### src/escape_time_fractal_pixel_core_defines.svh
// Assertion macros shared by the escape-time fractal pixel core.
// Expects a clock i_clk and an active-low reset i_rst_n in the including scope.
`ifndef ESCAPE_TIME_FRACTAL_PIXEL_CORE_DEFINES_SVH
`define ESCAPE_TIME_FRACTAL_PIXEL_CORE_DEFINES_SVH

// same-cycle implication
`define ETF_ASSERT_NOW(label, ante, cons) \
    label: assert property (@(posedge i_clk) disable iff (!i_rst_n) (ante) |-> (cons)) \
        else $error("etf assertion failed");

// next-cycle implication
`define ETF_ASSERT_NEXT(label, ante, cons) \
    label: assert property (@(posedge i_clk) disable iff (!i_rst_n) (ante) |=> (cons)) \
        else $error("etf assertion failed");

`endif

### src/etf_pkg.sv
// Package for the escape-time fractal pixel core: widths, register indexes,
// configuration and control types. No dependencies.
package etf_pkg;

    localparam int COORD_W    = 32;
    localparam int FRAC_W     = COORD_W - 5;
    localparam int PIX_W      = 12;
    localparam int MAX_W      = 16;
    localparam int COUNT_W    = 17;
    localparam int CFG_IDX_W  = 3;
    localparam int CFG_DATA_W = 32;
    localparam int CPROD_W    = COORD_W + PIX_W + 1;
    localparam int Z_W        = CPROD_W + 1;
    localparam int MUL_W      = FRAC_W + 2;
    localparam int SQ_W       = 2 * MUL_W;

    localparam logic [SQ_W-1:0] RADIUS_SQ = SQ_W'(1) << (2 * FRAC_W + 2);

    typedef enum logic [CFG_IDX_W-1:0] {
        CFG_LEFT_RE  = 3'd0,
        CFG_TOP_IM   = 3'd1,
        CFG_STEP_RE  = 3'd2,
        CFG_STEP_IM  = 3'd3,
        CFG_MAX_ITER = 3'd4
    } t_cfg_idx;

    typedef struct packed {
        logic signed [COORD_W-1:0] left_re;
        logic signed [COORD_W-1:0] top_im;
        logic signed [COORD_W-1:0] step_re;
        logic signed [COORD_W-1:0] step_im;
        logic [MAX_W-1:0]          max_iter;
    } t_cfg;

    typedef enum logic [2:0] {
        S_IDLE,
        S_CMUL,
        S_CADD,
        S_SQUARE,
        S_UPDATE,
        S_DONE
    } t_state;

    typedef struct packed {
        logic load_pix;
        logic mul_c;
        logic init_z;
        logic square;
        logic update;
        logic push;
    } t_dp_cmd;

    typedef struct packed {
        logic iterate;
    } t_dp_sts;

endpackage

### src/etf_cfg.sv
// Configuration register file of the escape-time fractal pixel core.
// Depends on etf_pkg.
module etf_cfg (
    input  logic                            i_clk,
    input  logic                            i_rst_n,
    input  logic                            i_cfg_we,
    input  logic [etf_pkg::CFG_IDX_W-1:0]   i_cfg_idx,
    input  logic [etf_pkg::CFG_DATA_W-1:0]  i_cfg_data,
    output etf_pkg::t_cfg                   o_cfg
);

    etf_pkg::t_cfg r_cfg;
    etf_pkg::t_cfg n_cfg;

    always_comb begin
        n_cfg = r_cfg;
        if (i_cfg_we) begin
            case (etf_pkg::t_cfg_idx'(i_cfg_idx))
                etf_pkg::CFG_LEFT_RE:  n_cfg.left_re  = $signed(i_cfg_data[etf_pkg::COORD_W-1:0]);
                etf_pkg::CFG_TOP_IM:   n_cfg.top_im   = $signed(i_cfg_data[etf_pkg::COORD_W-1:0]);
                etf_pkg::CFG_STEP_RE:  n_cfg.step_re  = $signed(i_cfg_data[etf_pkg::COORD_W-1:0]);
                etf_pkg::CFG_STEP_IM:  n_cfg.step_im  = $signed(i_cfg_data[etf_pkg::COORD_W-1:0]);
                etf_pkg::CFG_MAX_ITER: n_cfg.max_iter = i_cfg_data[etf_pkg::MAX_W-1:0];
                default: ;
            endcase
        end
    end

    always_ff @(posedge i_clk) begin
        if (!i_rst_n) begin
            r_cfg.left_re  <= '0;
            r_cfg.top_im   <= '0;
            r_cfg.step_re  <= '0;
            r_cfg.step_im  <= '0;
            r_cfg.max_iter <= etf_pkg::MAX_W'(255);
        end else begin
            r_cfg <= n_cfg;
        end
    end

    assign o_cfg = r_cfg;

endmodule

### config.mk
export PLATFORM = sky130hd
export DESIGN_NAME = etf_cfg
export DESIGN_NICKNAME = d
export VERILOG_FILES = /design/src/escape_time_fractal_pixel_core_defines.svh /design/src/etf_pkg.sv /design/src/etf_cfg.sv
export SDC_FILE = /design/constraint.sdc
export NUM_CORES = 1
export LEC_CHECK = 0
export BUFFER_PORTS_ARGS = -buffer_cell sky130_fd_sc_hd__buf_4
export CAP_MARGIN = 5
export CORE_ASPECT_RATIO = 2
export CORE_MARGIN = 3
export CORE_UTILIZATION = 40
export DETAILED_ROUTE_END_ITERATION = 8
export PLACE_DENSITY_LB_ADDON = 0.3
export SYNTH_ARGS = -nofsm -noshare
export SYNTH_HDL_FRONTEND = slang
export SYNTH_SLANG_ARGS = --single-unit
export TNS_END_PERCENT = 5
### constraint.sdc
create_clock -name i_clk -period 1.4 [get_ports i_clk]
set_clock_uncertainty 0.15 [all_clocks]
set_input_delay 0.14 -clock i_clk [delete_from_list [all_inputs] [get_ports i_clk]]
set_output_delay 0.14 -clock i_clk [all_outputs]
set_load 0.005 [all_outputs]
# Yosys cells after proc, flatten, opt, wreduce, memory -nomap -nowiden
# Cells that the tools add are included.
# op_classes
n_eq_ne	4
n_reduce_logical	6
# ops
cell	n
AND reduction 2 bit	5
equality test 3 x 2 -> 1 bit, second input constant	2
equality test 3 x 1 -> 1 bit, second input constant	1
equality test 3 bit, second input constant	1
zero test 3 bit	1
# word_totals
register_bits	144
in_bits	38
output_inout_bits	144
wordCells	15

# Logic depth before layout (Yosys ltp)
# Gate-level depths: netlist of the first run.
# logic_depth
ltp_word	2
mapped_depth	4
mapped_depth_nobuf	2

# Worst setup path after synthesis of the first run
# Ideal clock, no wire load.
# synth_path
path_type	input-to-reg
start	input port i_cfg_idx[0] (netlist bit)
end	register r_cfg, in the netlist o_cfg[120]
setup_ns	0.072
arrival_time_ns	0.957
t_required_ns	1.178
setup_slack_ns	0.222
cell_stages	3
path_buffers	1
cell_sequence	nor4b_4 > buf_6 > mux2i_1
# synth_via
elab_chain_len	2
# synth_rtl
item	line_no	rtl
start: declaration	etf_cfg.sv:7	input logic [etf_pkg::CFG_IDX_W-1:0] i_cfg_idx,
zero test 3 bit	etf_cfg.sv:18	case (etf_pkg::t_cfg_idx'(i_cfg_idx))
AND reduction 2 bit (no source line)	--	
end signal: assignment	etf_cfg.sv:37	r_cfg <= n_cfg;
end: declaration	etf_cfg.sv:12	etf_pkg::t_cfg r_cfg;
# No other way between the ends.
# A chain may end at the register's enable or synchronous reset.

# Final worst setup path of the first run
# layout_path
start	register r_cfg, in the netlist o_cfg[90]
end	output port o_cfg[90] (netlist bit)
# layout_rtl
item	line_no	rtl
end: declaration	etf_cfg.sv:9	output etf_pkg::t_cfg o_cfg
# No word-level cell between the ends.

==> key figures, run 1 <==
Setup path
  – Critical R2R Capture: o_cfg[53]
  – Reg2Reg Setup Slack: 600 ps
  – WS Path Type: reg -> out
  – Critical Path Start: o_cfg[90]
  – Stages on worst setup path: 1
  – CP Max Fanout: 2
  – Worst setup EP type: output pin
  – CP cell instances: buf_4
  – Reg-to-reg critical path startpoint: o_cfg[53]
  – Required time of the critical path: 1110 ps
  – Buf/Inv on CP: 1
  – R2R depth: 2
  – CP endpoint: o_cfg[90]
  – Top delay family on crit path: flip-flops
  – Type of origin of the critical path: register
  – Max incr delay on CP: 380 ps
  – WP data arrival: 930 ps
  – Crit-path slowest cell: dfxtp_1

Placement
  – Number of port buffers: 181
  – Hpwl dp: 10,200 µm
  – Setup WS pre-CTS: -0.458 ps
  – Global placement routability congestion: 0.804

Clock network
  – Worst skew pair latency: 410 ps
  – Post-CTS Repair Setup Buffers: 0
  – Reg clk slew, reported paths: 60 ps
  – Total CTS buffers: 17
  – CTS H-tree lvls: 4
  – CTS tree: done
  – Clock tree buffer depth: 2
  – Root Driver: clkbuf_16
  – Sink Count: 144

Global route
  – Number of global-route vias before repair: 4,492
  – Global-route wire length before repair: 23,100 µm
  – Initial antenna violation count: 0
  – Pin count of the biggest net entering global routing: 79
  – Grt total ovfl: 0
  – Total GRT Usage: 20.2%

Synth
  – Post-Syn Nets: 551
  – Post-Syn Area: 5340 µm²
  – Post-synthesis mux area share: 27.0%
  – Synth Area in Simple Gates: 15.0%
  – Commonest cells in the netlist: 168 x nand2_1, 144 x dfxtp_1, 144 x mux2i_1, 16 x nor2b_1, 15 x clkbuf_1
  – XOR/XNOR Fraction of Synth Area: 0%
  – Async SR Flop Fraction: 0%
  – Compound-gate portion of the synthesized area: 0%
  – Yosys reg bits: 144
  – Synth area leader: dfxtp_1
  – Number of enable flip-flop cells after synthesis: 0
  – Adder-cell share of the synthesized area: 0%
  – Top-count cell post-synth: nand2_1
  – Syn avg cell area: 10.4 µm²
  – Mapped Cells: 513
  – Yosys warnings: 0
  – Largest family of logic cells by synthesized area: multiplexers
  – Distinct cells, synth: 12
  – Top cells by area, synth: dfxtp_1 54%, mux2i_1 27%, nand2_1 12%
  – Sequential cell area fraction in the yosys report: 54.0%
  – Most used DFF post-synth: dfxtp_1
  – Share of the synthesized area in the top cell type: 54.0%

Floorplan
  – DIE AREA: 14,800 µm²
  – Core Box Area: 13,100 µm²
  – Die Ht: 169 µm
  – Rows: 59
  – Initial Util: 40.9%
  – Die width: 87.7 µm
  – Io pins: 182

Routing
  – Initial DRC Count: 134
  – Via Count: 4,291
  – Mean routed wirelength per cell: 16.7 µm
  – Avg Vias per Cell: 4.87
  – DRC violations left: 0
  – Final wirelength: 14,700 µm
  – Antenna Violating Nets Remaining: 0
  – DR pass1 iterations: 4

Job
  – # Max-Cap Violations: 0

Power and ir drop
  – Total power: 0.00998 W
  – Peak supply drop: 0.00128 V
  – Pleak: 3.88 nW
  – Pwr/cell area: 1270 nW/µm²

Layout
  – Share of layout cells above drive strength 1: 31.1%
  – Area Overhead vs Synth: 47.0%
  – Max reg flops: 144
  – Layout Utilization: 60.1%
  – Fin nets: 755
  – Antenna Cells: 0

Status
  – Status: completed

STA
  – Slew Viols, Final: 0
  – Fmax achieved: 0.821 GHz
  – Final setup TNS: 0 ps
  – Max_slew headroom: 75.6%
  – Hold Vio Cnt, Final: 0
  – Final setup viols: 0
  – Worst-Margin Slew: 365 ps
  – RSZ-0062 raised after global routing: no
  – Setup ws final: 182 ps
  – Final min period: 1220 ps
  – Ratio of final minimum period to clock period: 87.0%

Hold path
  – Min-Delay Path Class: in -> reg
-- report_power, final --
part,internal [W],switching (W)
Combinational,0.000368,0.000333
Clock,0.00325,0.00179
Sequential,0.00419,0.0000549
-- how the worst min path moves through the flow --
stage / cells after the start / start / endpoint
after floorplan: 2 / i_cfg_data[0] / o_cfg[0]
after global placement: 3 / i_cfg_data[7] / o_cfg[7]
after detailed placement: 3 / i_cfg_data[2] / o_cfg[2]
after CTS: 3 / i_cfg_data[8] / o_cfg[56]
after global routing: 3 / i_cfg_data[8] / o_cfg[56]
final: 3 / i_cfg_data[10] / o_cfg[58]
-- kinds of logic (layout without fill, tap and decap cells) --
group         count (synthesis)  in the layout
buf+inv                      36            253
flops                       144            144
mux                         144            144
simple gates                189            189
-- layout make-up --
class	count	area, µm²
clock buffer	18	439
timing repair buffer	221	1830
fill	1100	5220
tap	152	190
multi-input combinational	333	2270
clock inverter	14	229
sequential	144	2880
-- layout by cell type (no fill, tap or decap) --
cell,synthesis,final
buf_4,9,183
nand2_1,168,168
mux2i_1,144,144
dfxtp_1,144,144
dlygate4sd3_1,0,30
clkbuf_16,0,17
nor2b_1,16,16
buf_12,0,8
bufinv_16,0,5
inv_6,0,3
clkinv_4,0,3
nand4bb_4,0,2
clkinvlp_4,0,2
nor4b_4,1,1
nand4b_1,1,1
and4bb_2,1,1
clkbuf_8,0,1
inv_8,0,1
-- timing repair --
item / 4_1_cts / 5_1_grt
hold buffers: 30 / 0
endpoints found under the hold margin: 130 / 0
resized for setup: 0 / 0
-- routing by layer --
metal	vias up	global-route usage, %	wire length, µm	part of all wire [%]
met4	0	8.48	483	3.3
met2	133	36.8	7970	54
met1	2026	21.2	5540	38
met5	-	0	0	0
li1	2101	-	-	-
met3	31	5.30	704	4.8
-- through the flow --
stage	cells	instance area [µm²]	hold WS [ps]
2_1_floorplan	513	5340	156
4_1_cts	882	7850	11.7
3_3_place_gp	820	6880	258
3_5_place_dp	820	6880	279
6_report	882	7850	13.4
5_1_grt	882	7850	44.2
No activity file was read; power rests on OpenSTA's default activity.
==> inputs of run 2 (changes only) <==
Settings changed: CELL_PAD_IN_SITES_DETAIL_PLACEMENT set to 1, CELL_PAD_IN_SITES_GLOBAL_PLACEMENT set to 1, CORE_UTILIZATION 40 to 37.
==> key figures, run 2 (same netlist as run 1, synthesis figures left out) <==
Clock network
  – Worst skew pair latency: 400 ps
  – Sink Count: 144
  – CTS tree: done
  – Root Driver: clkbuf_16
  – Reg clk slew, reported paths: 60 ps
  – Clock tree buffer depth: 2
  – Post-CTS Repair Setup Buffers: 0
  – Total CTS buffers: 17
  – CTS H-tree lvls: 4

Placement
  – Global placement routability congestion: 0.804
  – Hpwl dp: 11,500 µm
  – Number of port buffers: 181

Setup path
  – Top delay family on crit path: buffers and inverters
  – WP data arrival: 1510 ps
  – Crit-path slowest cell: dlygate4sd3_1
  – Required time of the critical path: 1580 ps
  – Critical Path Start: i_rst_n
  – WS Path Type: in -> reg
  – CP Max Fanout: 45
  – Buf/Inv on CP: 3
  – CP cell instances: dlygate4sd3_1 > buf_6 > buf_12 > nand2_1 > mux2i_1
  – Type of origin of the critical path: primary input
  – Worst setup EP type: register
  – Reg-to-reg critical path startpoint: o_cfg[33]
  – Max incr delay on CP: 550 ps

Routing
  – Avg Vias per Cell: 4.81
  – Final wirelength: 16,700 µm
  – Via Count: 4,438
  – Mean routed wirelength per cell: 18.1 µm
  – Initial DRC Count: 107
  – DR pass1 iterations: 4
  – Antenna Violating Nets Remaining: 0
  – DRC violations left: 0

STA
  – Worst-Margin Slew: 267 ps
  – Max_slew headroom: 82.2%
  – Ratio of final minimum period to clock period: 95.5%
  – RSZ-0062 raised after global routing: no
  – Hold Vio Cnt, Final: 0
  – Final setup TNS: 0 ps
  – Final min period: 1340 ps
  – Slew Viols, Final: 0
  – Final setup viols: 0
  – WHS: 3.43 ps
  – Fmax achieved: 0.748 GHz

Global route
  – Global-route wire length before repair: 26,200 µm
  – Pin count of the biggest net entering global routing: 46
  – Met3 GRT Util: 5.96%
  – GR Layer Usage met2: 40.2%
  – Layer with the highest usage: met2
  – Initial antenna violation count: 0
  – Total GRT Usage: 21.1%
  – Number of global-route vias before repair: 4,870
  – Grt total ovfl: 0
  – Met1 Usage GRT: 20.5%

Power and ir drop
  – Pleak: 3.88 nW
  – Pwr/cell area: 1210 nW/µm²
  – Peak supply drop: 0.000828 V

Hold path
  – Worst Min Path Start: i_cfg_data[9]
  – Min-Delay Path Class: in -> reg

Layout
  – Fin nets: 761
  – Share of layout cells above drive strength 1: 31.2%
  – Layout Utilization: 56.1%
  – Max reg flops: 144
  – Antenna Cells: 0
  – Area Overhead vs Synth: 47.7%
  – Commonest non-fill, non-tap cell in the layout: buf_4
  – Most frequent cells in the layout: 185 x buf_4, 166 x nand2_1, 144 x mux2i_1, 144 x dfxtp_1, 32 x dlygate4sd3_1

Status
  – Status: completed

Floorplan
  – Rows: 61
  – Die width: 90.9 µm
  – Io pins: 182
  – Core Box Area: 14,000 µm²
  – DIE AREA: 16,000 µm²
  – Die Ht: 176 µm
  – Initial Util: 38.0%

Job
  – # Max-Cap Violations: 0
==> run 2: power by group <==
group,switching [W],total [W],internal (W)
clock,0.00171,0.00454,0.00283
sequential,0.0000560,0.00425,0.00419
combinational,0.000351,0.000735,0.000384
total,0.00212,0.00952,0.00740
==> run 2: layer usage <==
metal,routed length (µm),vias to the layer above
met5,0,-
met2,9540,127
met4,569,0
met3,783,39
met1,5820,2166
li1,-,2106
==> run 2: metrics by stage <==
step	setup slack (ps)	std cells	power (W)	cell area (µm²)
3_3_place_gp	64.9	861	0.00497	6970
6_report	62.9	923	0.00952	7880
2_1_floorplan	222	513	0.00463	5340
3_5_place_dp	-22.3	861	0.00500	6970
5_1_grt	13.6	923	0.00985	7880
4_1_cts	18.0	921	0.00962	7850
==> run 2: worst min-delay path: cells and delay by family <==
family	cells	cell delay [ps]
buffers and inverters	1	80
muxes	1	160
and+or+nand+nor	1	150
==> run 2: timing repair <==
| item | CTS | global route |
|---|---|---|
| setup endpoints to repair | 0 | 25 |
| resized for setup | 0 | 3 |
| hold buffers | 30 | 2 |
| hold endpoints to repair | 126 | 10 |
==> run 2: cell type report <==
cell class	instances	area (µm²)
Clock buffer	20	447
Fill cell	1595	6160
Sequential cell	144	2880
Tap cell	189	236
Timing Repair Buffer	227	1900
Clock inverter	10	138
Multi-Input combinational cell	333	2280
==> run 2: path summary, 6_finish.rpt <==
check | cells after the start | slack, ps | endpoint
min reg2reg | 2 | 310 | o_cfg[112]
max reg2reg | 2 | 530 | o_cfg[33]
max | 5 | 60 | o_cfg[33]
min | 3 | 3 | o_cfg[89]
