==> src/escape_time_fractal_pixel_core_defines.svh <==
// Assertion macros shared by the escape-time fractal pixel core.
// Expects a clock i_clk and an active-low reset i_rst_n in the including scope.
`ifndef ESCAPE_TIME_FRACTAL_PIXEL_CORE_DEFINES_SVH
`define ESCAPE_TIME_FRACTAL_PIXEL_CORE_DEFINES_SVH

// same-cycle implication
`define ETF_ASSERT_NOW(label, ante, cons) \
    label: assert property (@(posedge i_clk) disable iff (!i_rst_n) (ante) |-> (cons)) \
        else $error("etf assertion failed");

// next-cycle implication
`define ETF_ASSERT_NEXT(label, ante, cons) \
    label: assert property (@(posedge i_clk) disable iff (!i_rst_n) (ante) |=> (cons)) \
        else $error("etf assertion failed");

`endif

==> src/etf_pkg.sv <==
// Package for the escape-time fractal pixel core: widths, register indexes,
// configuration and control types. No dependencies.
package etf_pkg;

    localparam int COORD_W    = 32;
    localparam int FRAC_W     = COORD_W - 5;
    localparam int PIX_W      = 12;
    localparam int MAX_W      = 16;
    localparam int COUNT_W    = 17;
    localparam int CFG_IDX_W  = 3;
    localparam int CFG_DATA_W = 32;
    localparam int CPROD_W    = COORD_W + PIX_W + 1;
    localparam int Z_W        = CPROD_W + 1;
    localparam int MUL_W      = FRAC_W + 2;
    localparam int SQ_W       = 2 * MUL_W;

    localparam logic [SQ_W-1:0] RADIUS_SQ = SQ_W'(1) << (2 * FRAC_W + 2);

    typedef enum logic [CFG_IDX_W-1:0] {
        CFG_LEFT_RE  = 3'd0,
        CFG_TOP_IM   = 3'd1,
        CFG_STEP_RE  = 3'd2,
        CFG_STEP_IM  = 3'd3,
        CFG_MAX_ITER = 3'd4
    } t_cfg_idx;

    typedef struct packed {
        logic signed [COORD_W-1:0] left_re;
        logic signed [COORD_W-1:0] top_im;
        logic signed [COORD_W-1:0] step_re;
        logic signed [COORD_W-1:0] step_im;
        logic [MAX_W-1:0]          max_iter;
    } t_cfg;

    typedef enum logic [2:0] {
        S_IDLE,
        S_CMUL,
        S_CADD,
        S_SQUARE,
        S_UPDATE,
        S_DONE
    } t_state;

    typedef struct packed {
        logic load_pix;
        logic mul_c;
        logic init_z;
        logic square;
        logic update;
        logic push;
    } t_dp_cmd;

    typedef struct packed {
        logic iterate;
    } t_dp_sts;

endpackage

==> src/etf_ctrl.sv <==
// Controller of the escape-time fractal pixel core: sequences one pixel
// through mapping and iteration and owns the handshakes. Depends on etf_pkg.
module etf_ctrl (
    input  logic              i_clk,
    input  logic              i_rst_n,
    input  logic              i_in_valid,
    output logic              o_in_ready,
    input  logic              i_out_ready,
    output logic              o_out_valid,
    input  etf_pkg::t_dp_sts  i_sts,
    output etf_pkg::t_dp_cmd  o_cmd
);

    etf_pkg::t_state r_state;
    etf_pkg::t_state n_state;
    logic            r_out_valid;
    logic            n_out_valid;

    always_ff @(posedge i_clk) begin
        if (!i_rst_n) begin
            r_state     <= etf_pkg::S_IDLE;
            r_out_valid <= 1'b0;
        end else begin
            r_state     <= n_state;
            r_out_valid <= n_out_valid;
        end
    end

    always_comb begin
        n_state    = r_state;
        o_cmd      = '0;
        o_in_ready = 1'b0;
        case (r_state)
            etf_pkg::S_IDLE: begin
                o_in_ready = 1'b1;
                if (i_in_valid) begin
                    o_cmd.load_pix = 1'b1;
                    n_state        = etf_pkg::S_CMUL;
                end
            end
            etf_pkg::S_CMUL: begin
                o_cmd.mul_c = 1'b1;
                n_state     = etf_pkg::S_CADD;
            end
            etf_pkg::S_CADD: begin
                o_cmd.init_z = 1'b1;
                n_state      = etf_pkg::S_SQUARE;
            end
            etf_pkg::S_SQUARE: begin
                o_cmd.square = 1'b1;
                n_state      = etf_pkg::S_UPDATE;
            end
            etf_pkg::S_UPDATE: begin
                if (i_sts.iterate) begin
                    o_cmd.update = 1'b1;
                    n_state      = etf_pkg::S_SQUARE;
                end else begin
                    n_state = etf_pkg::S_DONE;
                end
            end
            etf_pkg::S_DONE: begin
                if (!r_out_valid || i_out_ready) begin
                    o_cmd.push = 1'b1;
                    n_state    = etf_pkg::S_IDLE;
                end
            end
            default: n_state = etf_pkg::S_IDLE;
        endcase
    end

    always_comb begin
        n_out_valid = r_out_valid;
        if (o_cmd.push) begin
            n_out_valid = 1'b1;
        end else if (i_out_ready) begin
            n_out_valid = 1'b0;
        end
    end

    assign o_out_valid = r_out_valid;

endmodule

==> config.mk <==
export PLATFORM = sky130hd
export DESIGN_NAME = etf_ctrl
export DESIGN_NICKNAME = d
export VERILOG_FILES = /design/src/escape_time_fractal_pixel_core_defines.svh /design/src/etf_pkg.sv /design/src/etf_ctrl.sv
export SDC_FILE = /design/constraint.sdc
export NUM_CORES = 1
export LEC_CHECK = 0
export ABC_AREA = 0
export CORE_AREA = 5 5 42 44
export DETAILED_ROUTE_END_ITERATION = 8
export DIE_AREA = 0 0 47 49
export DONT_BUFFER_PORTS = 1
export PLACE_DENSITY_LB_ADDON = 0.05
export SETUP_SLACK_MARGIN = 0.5
export SLEW_MARGIN = 40
export SYNTH_ARGS = -nofsm -noshare
export SYNTH_HDL_FRONTEND = slang
export SYNTH_SLANG_ARGS = --single-unit
export TNS_END_PERCENT = 30
==> constraint.sdc <==
create_clock -name i_clk -period 1.6 [get_ports i_clk]
set_clock_uncertainty 0.05 [all_clocks]
set_input_delay 0.08 -clock i_clk [delete_from_list [all_inputs] [get_ports i_clk]]
set_output_delay 0.08 -clock i_clk [all_outputs]
set_load 0.05 [all_outputs]
### After elaboration in Yosys (flattened, before gate mapping)

Index checks and enable logic that the tools add are counted.

| word-level totals | value |
|---|---|
| flip-flop bits (word level) | 4 |
| bits of input ports | 5 |
| output and inout port bits | 8 |
| word-level logic and storage cells | 30 |

| operators by class | value |
|---|---|
| eq/ne operators | 7 |
| mux-type cells | 16 |
| reductions and logical operators | 5 |

Operators with widths:

| operator | number |
|---|---|
| $pmux W3 S6 | 1 |
| $mux W1 | 12 |
| $mux W3 | 3 |
| $eq A3 B2 Y1 const B | 2 |
| $eq A3 B3 Y1 const B | 2 |
| $ne A2 B2 Y1 const B | 2 |
| $eq A3 B1 Y1 const B | 1 |
| $logic_not A3 Y1 | 1 |
| $reduce_and A2 Y1 | 1 |
| $reduce_bool A2 Y1 | 1 |
| $logic_not A1 Y1 | 1 |
| $logic_or A1 B1 Y1 | 1 |

### Logic depth before layout (Yosys ltp)

Gate-level depths: netlist of the first run.

| depth | value |
|---|---|
| depth in word-level cells | 5 |
| mapped depth | 4 |
| gate-level depth less buffers | 3 |

### Worst setup path after synthesis of the first run

OpenSTA, ideal clock, no wires.

| timing path | value |
|---|---|
| path type | reg-to-output |
| start | register r_state[2] |
| end | output port o_cmd[5] (netlist name) |
| arrival | 2045 ps |
| data required time | 1470 ps |
| path slack | -575 ps |
| cell stages (with the launch flop) | 3 |
| cell sequence | dfxtp_1 > nor3_1 > and2_1 |

RTL lines:

| item | RTL line | source |
|---|---|---|
| start: declaration | etf_ctrl.sv:14 | `etf_pkg::t_state r_state;` |
| start signal: assignment | etf_ctrl.sv:21 | `r_state <= etf_pkg::S_IDLE;` |
| start signal: assignment | etf_ctrl.sv:24 | `r_state <= n_state;` |
| end: declaration | etf_ctrl.sv:11 | `output etf_pkg::t_dp_cmd o_cmd` |

==> results of run 1 <==
## cell usage in the layout, fill, tap and decap left out
cell           count
o31ai_1            1
dfxtp_1            1
buf_12             1
nor3_1             2
clkbuf_4           3
o31a_1             2
nor3b_4            3
and2_4             1
nor2_1             2
and3_1             1
buf_4              9
buf_6              2
nand2_1            1
nand2b_1           1
dfxtp_4            3
and2_1             1
nand2b_4           1
nor3_4             2
dlygate4sd3_1      1
inv_2              1
o21ai_0            1
## through the flow
stage / cells / setup slack, ps / hold WS (ps) / total power, W / area [um2]
2_1_floorplan: 25 / 269 / 148 / 0.000233 / 282
3_3_place_gp: 47 / 502 / 155 / 0.000262 / 347
3_5_place_dp: 47 / 480 / 159 / 0.000260 / 347
4_1_cts: 56 / 296 / 139 / 0.000410 / 439
5_1_grt: 56 / 272 / 137 / 0.000427 / 439
6_report: 56 / 313 / 139 / 0.000401 / 439
## where the power goes
group	switching [W]	internal [W]	leakage (nW)	total, W
Combinational	0.0000894	0.0000664	0.121	0.000156
Sequential	0.0000164	0.000107	0.0347	0.000124
Clock	0.0000383	0.0000837	0.0138	0.000122
## cell type report
cell class                      instances  share of cell area [%]
Clock buffer                            3                    5.13
Multi-Input combinational cell         19                    41.3
Sequential cell                         4                    20.8
Inverter                                1                   0.855
Tap cell                               16                    4.56
Timing Repair Buffer                   13                    27.4
## state kept, by name, indices dropped and copies added, names as in the netlist
name	cells
o_out_valid	1
r_state	3
## critical path, stage by stage, from the launching register on
cell and delay, ps:
dfxtp_4 370, buf_4 150, nor3b_4 210, buf_6 190
## timing repair
| action | in CTS | in global routing |
|---|---|---|
| setup endpoints to repair | 8 | 9 |
| setup buffers | 5 | 0 |
| endpoints found under the hold margin | 4 | 0 |
| pin swaps | 2 | 1 |
| resized for setup | 3 | 0 |
| hold buffers | 1 | 0 |
## kinds of logic after synthesis
family                 share of synthesized area, %
buffers and inverters                          5.14
AOI/OAI and AO/OA                              13.7
DFF                                            36.6
and+or+nand+nor                                44.6
## final timing paths
check,start,end,slack (ps),cells after the start
max reg2reg,r_state[1],r_state[2],490,4
min reg2reg,r_state[0],r_state[0],570,2
max,r_state[0],o_cmd[1],310,3
min,i_sts,r_state[2],140,2
## per-layer routing
metal | global-route usage [%] | vias up | share of wire (%) | routed length (um)
met3 | 5.54 | 0 | 9.2 | 60
li1 | - | 120 | - | -
met1 | 6.17 | 110 | 35 | 227
met2 | 11.8 | 10 | 56 | 361
met5 | 0 | - | 0 | 0
met4 | 2.76 | 0 | 0 | 0
==> results.md, run 1 <==
* Via count at 240
* Vias in the first global route at 248
* Max Transition Viols Final at 0
* Crit path kind: reg -> out
* Residual DRC count at 0
* Pin count of the biggest net entering global routing at 8
* Final Cycle Share at between 80% and 90%
* Overflow left after global routing at 0
* Endpoints failing hold at 0
* Worst rel slew slack at 87.4%
* Synth Warn # at 0
* Synth Instances at 25
* P_leak at 0.170 nW
* Vias per inst at 4.29
* Multi-input logic area at ~180 um2
* H-tree levels at 1
* Fillers at 162
* Max Cap Viol at 0
* Post-synth ARST share at 0%
* Max FO, Critical Path at 7
* Status: complete, no violations
* Setup crit end kind: output pin
* CTS root buf: clkbuf_4
* Post-DP HPWL at 520 um
* Clock Sinks at 4
* RSZ-0062 raised after global routing: yes
* Mapped cell area at roughly 220 um2
* Core Util, Final at 31.3%
* Worst Path Arrival at between 1000 and 1500 ps
* Initial core utilization at between 10% and 20%
* TritonCTS buffer count at 3
* P per Cell Area at ~900 nW/um2
* Setup_tns at 0 ps
* TritonCTS clock tree: built
* Post-synth top cells: dfxtp_1 (4), nor3_1 (4)
* Max VDD drop at between 0.0004 and 0.0005 V
* Worst Setup Start Kind: register
* First-pass GRT wire length at 1.12 mm
* CORE AREA at approximately 1400 um2
* Drt total wl at 649 um
* Die X at around 47 um
* Diode count at 0
* Rows at 14
* Final setup vio count at 0
* Area grow syn2layout at 101%
* Wire per inst at 11.6 um
* Worst hold path type: in -> reg
* Die ar. at about 2300 um2
* Share of cells above drive strength 1 at 65.0%
* Slew @ Worst Pin at between 150 and 200 ps
* Number of antenna violations at the first check in global routing at 0
* Seq/Total Area, Yosys at 36.6%
* WP data required at 1470 ps
* Later-pin clock latency in the skew report at 230 ps
* Share of the synthesized area in the top cell type at 36.6%
* Syn Nets at 30
* IO Pins at 13
* Initial DRC Count at 1
* Area leader, netlist: dfxtp_1
* Synth Flop Type: dfxtp_1
* Die height at 49 um
* Dominant cells by area after synthesis: dfxtp_1 (37%), nor3b_2 (11%), nor3_1 (9.1%)
* CTS max path bufs at 2
* Layout Nets at 47
* Port Buffers at 0
* Tmin final at 1290 ps
* GPL Wtd Cong at about 0.69
* Peak Freq at slightly below 800 MHz
* Worst-path clk slew at 40 ps
* Unique cell type count in the Yosys netlist at 15
* Pre-Repair DR Iteration Count at 2
* Post-synth EDFFs at 0
* Syn_area_per_cell at about 9 um2
* Yosys reg bits at 4
* Post-route ant nets at 0
* Storage cell area at slightly above 90 um2
* GRT Util Overall at between 7 and 8%
(Power assumes the default switching activity.)
==> run 2, diff against run 1 <==
--- a/config.mk
+++ b/config.mk
@@ -5,7 +5,7 @@
 export SDC_FILE = /design/constraint.sdc
 export NUM_CORES = 1
 export LEC_CHECK = 0
-export ABC_AREA = 0
+export ABC_AREA = 1
 export CORE_AREA = 5 5 42 44
 export DETAILED_ROUTE_END_ITERATION = 8
 export DIE_AREA = 0 0 47 49
==> constraint.sdc (replaced) <==
create_clock -name i_clk -period 1.1 [get_ports i_clk]
set_clock_uncertainty 0.05 [all_clocks]
set_input_delay 0.055 -clock i_clk [delete_from_list [all_inputs] [get_ports i_clk]]
set_output_delay 0.055 -clock i_clk [all_outputs]
set_load 0.05 [all_outputs]
==> results.md, run 2 <==
* Critical Path Most Common Cell: nor2_4
* Tot Pwr at 0.000664 W (+65%)
* WP data required at 1000 ps (-470 ps)
* Worst Setup Start Kind: register
* WHS at -48.3 ps (-187 ps)
* Syn_area_per_cell at 6.07 um2 (-31%)
* Post-synth EDFFs at 0 (unchanged)
* RSZ-0062 raised after global routing: yes
* Final setup vio count at 6 (+6)
* Synth Area in XOR/XNOR at 0% (unchanged)
* P_leak at 0.209 nW (+23%)
* Wire per inst at 9.87 um (-15%)
* Diode count at 0 (unchanged)
* Unique cell type count in the Yosys netlist at 9 (-6)
* TritonCTS buffer count at 3 (unchanged)
* Initial DRC Count at 1 (unchanged)
* Status: finished, violations left
* Layout Nets at 57 (+21%)
* TritonCTS clock tree: built
* CTS max path bufs at 2 (unchanged)
* Storage cell area at 92.6 um2 (+1.4%)
* Initial core utilization at 17.3% (+1.7 points)
* CORE AREA at 1400 um2 (unchanged)
* Max VDD drop at 0.000551 V (+37%)
* Post-synthesis mux area share at 0% (unchanged)
* Slowest stage cell on the critical path: dfxtp_4
* Dominant cells by area after synthesis: dfxtp_1 (33%), inv_1 (19%), nand3_1 (12%)
* Mapped cell area at 243 um2 (+11%)
* Slew @ Worst Pin at 323 ps (+134 ps)
* Synth Flop Type: dfxtp_1
* Worst-path clk slew at 40 ps (about the same)
* Post-Synth Adder-Cell Area at 0% (unchanged)
* Post-synth top cells: inv_1 (12), nand3_1 (6), nor2_1 (6)
* Die X at 47 um (unchanged)
* Synth Instances at 40 (+60%)
* Pin count of the biggest net entering global routing at 7 (-1)
* Later-pin clock latency in the skew report at 240 ps (about the same)
* Final Cycle Share at 109%
* Drt total wl at 661 um (+1.8%)
* Worst-path cell chain: nor2_4 -> nand2_2 -> nor2_4
* Number of antenna violations at the first check in global routing at 0 (unchanged)
* Tmin final at 1190 ps
* Finished Layout Cells at 67 (+20%)
* Compound-cell area share of the yosys netlist at 8.25% (-5.5 points)
* Synth Warn # at 0 (unchanged)
* Post-route ant nets at 0 (unchanged)
* Most flop-heavy register: r_state
* Yosys reg bits at 4 (unchanged)
* Vias in the first global route at 264 (+6.5%)
* Dpl cells at 61 (+30%)
* Share of cells above drive strength 1 at 60.8% (-4.2 points)
* Multi-input logic area at 150 um2 (-17%)
* Peak Freq at 837 MHz
* Commonest non-fill, non-tap cell in the layout: inv_1
* GPL Wtd Cong at 0.715 (+4.3%)
* Share of the synthesized area in the top cell type at 33.0% (-3.6 points)
* Worst hold path type: in -> reg
* Most frequent cells in the layout: inv_1 (6), inv_2 (5), nor2_1 (5), nand3_1 (4), buf_12 (4)
* Largest family of logic cells by synthesized area: simple AND/OR/NAND/NOR gates
* Via count at 269 (+12%)
* CTS root buf: clkbuf_4
* Die ar. at 2300 um2 (unchanged)
* Max FO, Critical Path at 4 (-3)
* Die height at 49 um (unchanged)
* Setup crit end kind: output pin
* Failing checks: hold timing, setup timing
* Max reg flops at 3 (unchanged)
* Vias per inst at 4.01 (-6.3%)
* Pre-Repair DR Iteration Count at 4 (+2)
* Port Buffers at 0 (unchanged)
* Endpoints failing hold at 4 (+4)
* Synth Area in Simple Gates at 37.1% (-7.5 points)
* Area leader, netlist: dfxtp_1
* Clock Sinks at 4 (unchanged)
* GRT Util Overall at 6.69% (-0.43 points)
* Seq/Total Area, Yosys at 33.0% (-3.6 points)
* Worst Path Arrival at 1090 ps (-70 ps)
* Overflow left after global routing at 0 (unchanged)
* Slowest stage delay, CP at 350 ps (-20 ps)
* Top-count cell post-synth: inv_1
* Residual DRC count at 0 (unchanged)
* First-pass GRT wire length at 1.06 mm (-5.6%)
* P per Cell Area at 1430 nW/um2 (+57%)
* Rows at 14 (unchanged)
* Worst rel slew slack at 78.4% (-9.0 points)
* Post-DP HPWL at 525 um (+1.0%)
* Post-synth ARST share at 0% (unchanged)
* H-tree levels at 1 (unchanged)
* Fillers at 165 (+1.9%)
* Syn Nets at 45 (+50%)
* Crit path kind: reg -> out
* Final worst slack at -94.4 ps (-407 ps)
* Max Cap Viol at 0 (unchanged)
* Max Transition Viols Final at 0 (unchanged)
* Area grow syn2layout at 90.7%
* IO Pins at 13 (unchanged)
-- run 2: cell types whose count changed in the layout (fill, tap and decap cells not counted), sizes merged, moves of 4 or more --
cell   before  now
nand3       0    7
a21oi       0    4
buf        12    8
nor2        2    8
inv         1   11
nor3        4    0
-- run 2: what timing repair did --
| action | CTS | global route |
|---|---|---|
| pin swaps | 2 | 1 |
| buffers inserted | 2 | 0 |
| endpoints found under the setup margin | 12 | 12 |
| gates resized for setup | 13 | 1 |
| gates cloned | 0 | 0 |
| hold endpoints to repair | 4 | 3 |
-- run 2: per-layer routing --
layer	up-vias	track usage, %	wire (um)
li1	140	-	-
met1	115	7.24	256
met2	10	9.05	321
met3	4	1.48	61
met4	0	8.29	22
met5	-	0	0
-- run 2: path summary, 6_finish.rpt --
check / start / to / slack (ps) / depth (start not counted)
min reg2reg: o_out_valid / o_out_valid / 570 / 2
max: r_state[1] / o_cmd[5] / -90 / 3
min: i_rst_n / o_out_valid / -50 / 2
max reg2reg: r_state[1] / r_state[2] / 100 / 6
-- run 2: final cells by class --
type	instances	share of cell area (%)
multi-input combinational	23	32.4
timing repair buffer	8	27.0
sequential	4	20.0
inverter	12	10.5
clock buffer	4	5.68
tap	16	4.32
-- run 2: power by group --
| group | switching [W] | total (W) | internal [W] |
|---|---|---|---|
| sequential | 0.0000223 | 0.000179 | 0.000157 |
| combinational | 0.000166 | 0.000282 | 0.000116 |
| clock | 0.0000664 | 0.000203 | 0.000136 |
| total | 0.000255 | 0.000664 | 0.000409 |
-- run 2: kinds of logic after synthesis --
group / after synthesis
AND/OR/NAND/NOR: 19
buffers and inverters: 13
flip-flops: 4
AO/OA/AOI/OAI: 4
-- run 2: critical path: cells and delay by family (launching register included) --
kind,cells,cell delay [ps]
DFF,1,350
and+or+nand+nor,3,500
-- run 2: through the flow --
| step | setup WS, ps | util [%] | hold slack (ps) | TNS (ps) | area, um2 |
|---|---|---|---|---|---|
| after floorplan | 22.9 | - | 165 | 0 | 279 |
| after global placement | 124 | 27.6 | 192 | 0 | 387 |
| after detailed placement | 113 | 27.6 | 196 | 0 | 387 |
| after CTS | -139 | 32.8 | -55.5 | -452 | 459 |
| after global routing | -146 | 33.0 | -47.2 | -695 | 463 |
| final | -94.4 | 33.0 | -48.3 | -302 | 463 |
==> run 3, diff against run 2 <==
--- a/config.mk
+++ b/config.mk
@@ -12,6 +12,7 @@
 export DONT_BUFFER_PORTS = 1
 export PLACE_DENSITY_LB_ADDON = 0.05
 export SETUP_SLACK_MARGIN = 0.5
+export SKIP_CTS_REPAIR_TIMING = 1
 export SLEW_MARGIN = 40
 export SYNTH_ARGS = -nofsm -noshare
 export SYNTH_HDL_FRONTEND = slang
==> constraint.sdc (replaced) <==
create_clock -name i_clk -period 1.1 [get_ports i_clk]
set_clock_uncertainty 0.05 [all_clocks]
set_input_delay 0.165 -clock i_clk [delete_from_list [all_inputs] [get_ports i_clk]]
set_output_delay 0.165 -clock i_clk [all_outputs]
set_load 0.05 [all_outputs]
==> results.md, run 3 (same netlist as run 2, synthesis figures left out) <==
* Status: finished, violations left
* Failing checks: setup timing
* P_leak at 0.184 nW (-12%)
* TritonCTS buffer count at 3 (unchanged)
* Number of antenna violations at the first check in global routing at 0 (unchanged)
* Comb pwr share at 42.5% (about the same)
* Worst Setup Start Kind: register
* Fillers at 168 (+1.8%)
* CTS root buf: clkbuf_4
* Clock power share at 29.3% (-1.2 points)
* Die X at 47 um (unchanged)
* Slowest stage delay, CP at 360 ps (about the same)
* GPL Wtd Cong at 0.681 (-4.8%)
* Crit path kind: reg -> out
* WHS at 58.9 ps (+107 ps)
* Max FO, Critical Path at 5 (+1)
* Dpl ws at 1.45 ps (-112 ps)
* Initial DRC Count at 3 (+2)
* Residual DRC count at 0 (unchanged)
* Post-route ant nets at 0 (unchanged)
* Worst rel slew slack at 83.1% (+4.6 points)
* WP data required at 880 ps (-120 ps)
* Later-pin clock latency in the skew report at 230 ps (about the same)
* Slew @ Worst Pin at 254 ps (-69.3 ps)
* Share of cells above drive strength 1 at 66.7% (+5.9 points)
* First-pass GRT wire length at 841 um (-20%)
* Vias per inst at 4.12 (+2.6%)
* GRT Util Overall at 5.13% (-1.6 points)
* Post-route design area at 470 um2 (+1.6%)
* TritonCTS clock tree: built
* Tmin final at 1300 ps (+105 ps)
* GRT met1 Usage at 5.69% (-1.5 points)
* Crit-path leading delay family: flip-flops
* Wire per inst at 9.69 um (-1.8%)
* Vias in the first global route at 223 (-16%)
* CP startpoint: r_state[0]
* Final worst slack at -199 ps (-105 ps)
* CORE AREA at 1400 um2 (unchanged)
* Setup_tns at -1070 ps (-767 ps)
* Max VDD drop at 0.000450 V (-18%)
* Area after DPL at 388 um2 (+0.32%)
* Overflow left after global routing at 0 (unchanged)
* Pre-Repair DR Iteration Count at 2 (-2)
* IO Pins at 13 (unchanged)
* GR Layer Usage met2 at 7.69% (-1.4 points)
* Area grow syn2layout at 93.8%
* Hold Path Origin: i_rst_n
* Met3 Usage GRT at 2.58% (+1.1 points)
* Final setup vio count at 7 (+1)
* Max Cap Viol at 0 (unchanged)
* CTS max path bufs at 2 (unchanged)
* Worst-path clk slew at 40 ps (about the same)
* Drt total wl at 649 um (-1.8%)
* Clock Sinks at 4 (unchanged)
* H-tree levels at 1 (unchanged)
* R2r startpoint: r_state[0]
* Via count at 276 (+2.6%)
* Peak Freq at 770 MHz (-8.1%)
* Port Buffers at 0 (unchanged)
* Tot Pwr at 0.000621 W (-6.4%)
* Die height at 49 um (unchanged)
* Critical path buffers and inverters at 2 (+2)
* Net Sw Power at 0.000256 W (+0.46%)
* Multi-input logic area at 163 um2 (+8.3%)
* Storage cell area at 95.1 um2 (+2.7%)
* Worst hold path type: in -> reg
* Max reg flops at 3 (unchanged)
* Endpoints failing hold at 0 (-4)
* Layout Nets at 58 (+1.8%)
* Cell internal pwr at 0.000365 W (-11%)
* Max Transition Viols Final at 0 (unchanged)
* Final Cycle Share at 118% (+9.5 points)
* Rows at 14 (unchanged)
* Slowest stage cell on the critical path: dfxtp_4
* Worst-path cell chain: nor2_4 -> nand3_2 -> clkinvlp_4 -> buf_12
* Pin count of the biggest net entering global routing at 7 (unchanged)
* Die ar. at 2300 um2 (unchanged)
* Switching Share at 41.2% (+2.8 points)
* Diode count at 0 (unchanged)
* Initial core utilization at 17.3% (unchanged)
* P per Cell Area at 1320 nW/um2 (-7.9%)
* Post-DP HPWL at 523 um (-0.50%)
* Most flop-heavy register: r_state
* RSZ-0062 raised after global routing: yes
* Most frequent cells in the layout: inv_1 (5), nand3_2 (5), clkinvlp_4 (5), nor2_1 (5), buf_4 (5)
* Setup crit end kind: output pin
* Busiest layer in global routing: met2
* Sequential power share at 28.3% (+1.3 points)
* Worst Path Arrival at 1080 ps (about the same)
==> run 3: cell count changes in the layout (fill, tap and decap cells not counted), moves of 2 or more <==
cell and change:
clkinvlp_4 +4, nand3_2 +2, nand3_1 -2, buf_4 +4
inv_2 -4, nand2_2 -2, buf_12 -2
==> run 3: power by group through the flow <==
stage	Clock [W]	Sequential (W)	Combinational (W)
6_report	0.000182	0.000176	0.000264
5_1_grt	0.000205	0.000177	0.000279
4_1_cts	0.000187	0.000180	0.000238
3_5_place_dp	0	0.000182	0.000238
3_3_place_gp	0	0.000181	0.000238
2_1_floorplan	0	0.000182	0.000186
==> run 3: layout make-up <==
type	instances	area share, %
clock buffer	3	4.79
inverter	12	14.1
multi-input combinational	23	34.6
sequential	4	20.2
tap	16	4.26
timing repair buffer	9	22.1
==> run 3: path summary, 6_finish.rpt <==
kind	slack, ps	cells past startpoint	end
worst max register to register	40	5	r_state[0]
worst min-delay path	60	2	r_state[1]
worst max-delay path	-200	4	o_cmd[1]
worst min register to register	550	2	o_out_valid
==> run 3: layer usage <==
layer	routed length, um	vias to the layer above
li1	-	144
met1	233	125
met2	357	7
met3	58	0
met4	0	0
met5	0	-
==> run 3: worst reg2reg max path: cells and delay by family, from the launching register on <==
kind / cells / cell delay [ps]
buf+inv: 1 / 130
compound gates: 1 / 130
flops: 1 / 360
simple gates: 3 / 280
==> run 3: metrics by stage <==
| stage | utilization, % | instances |
|---|---|---|
| 5_1_grt | 33.6 | 67 |
| 4_1_cts | 29.3 | 64 |
| 6_report | 33.6 | 67 |
| 2_1_floorplan | - | 40 |
| 3_5_place_dp | 27.7 | 61 |
| 3_3_place_gp | 27.7 | 61 |
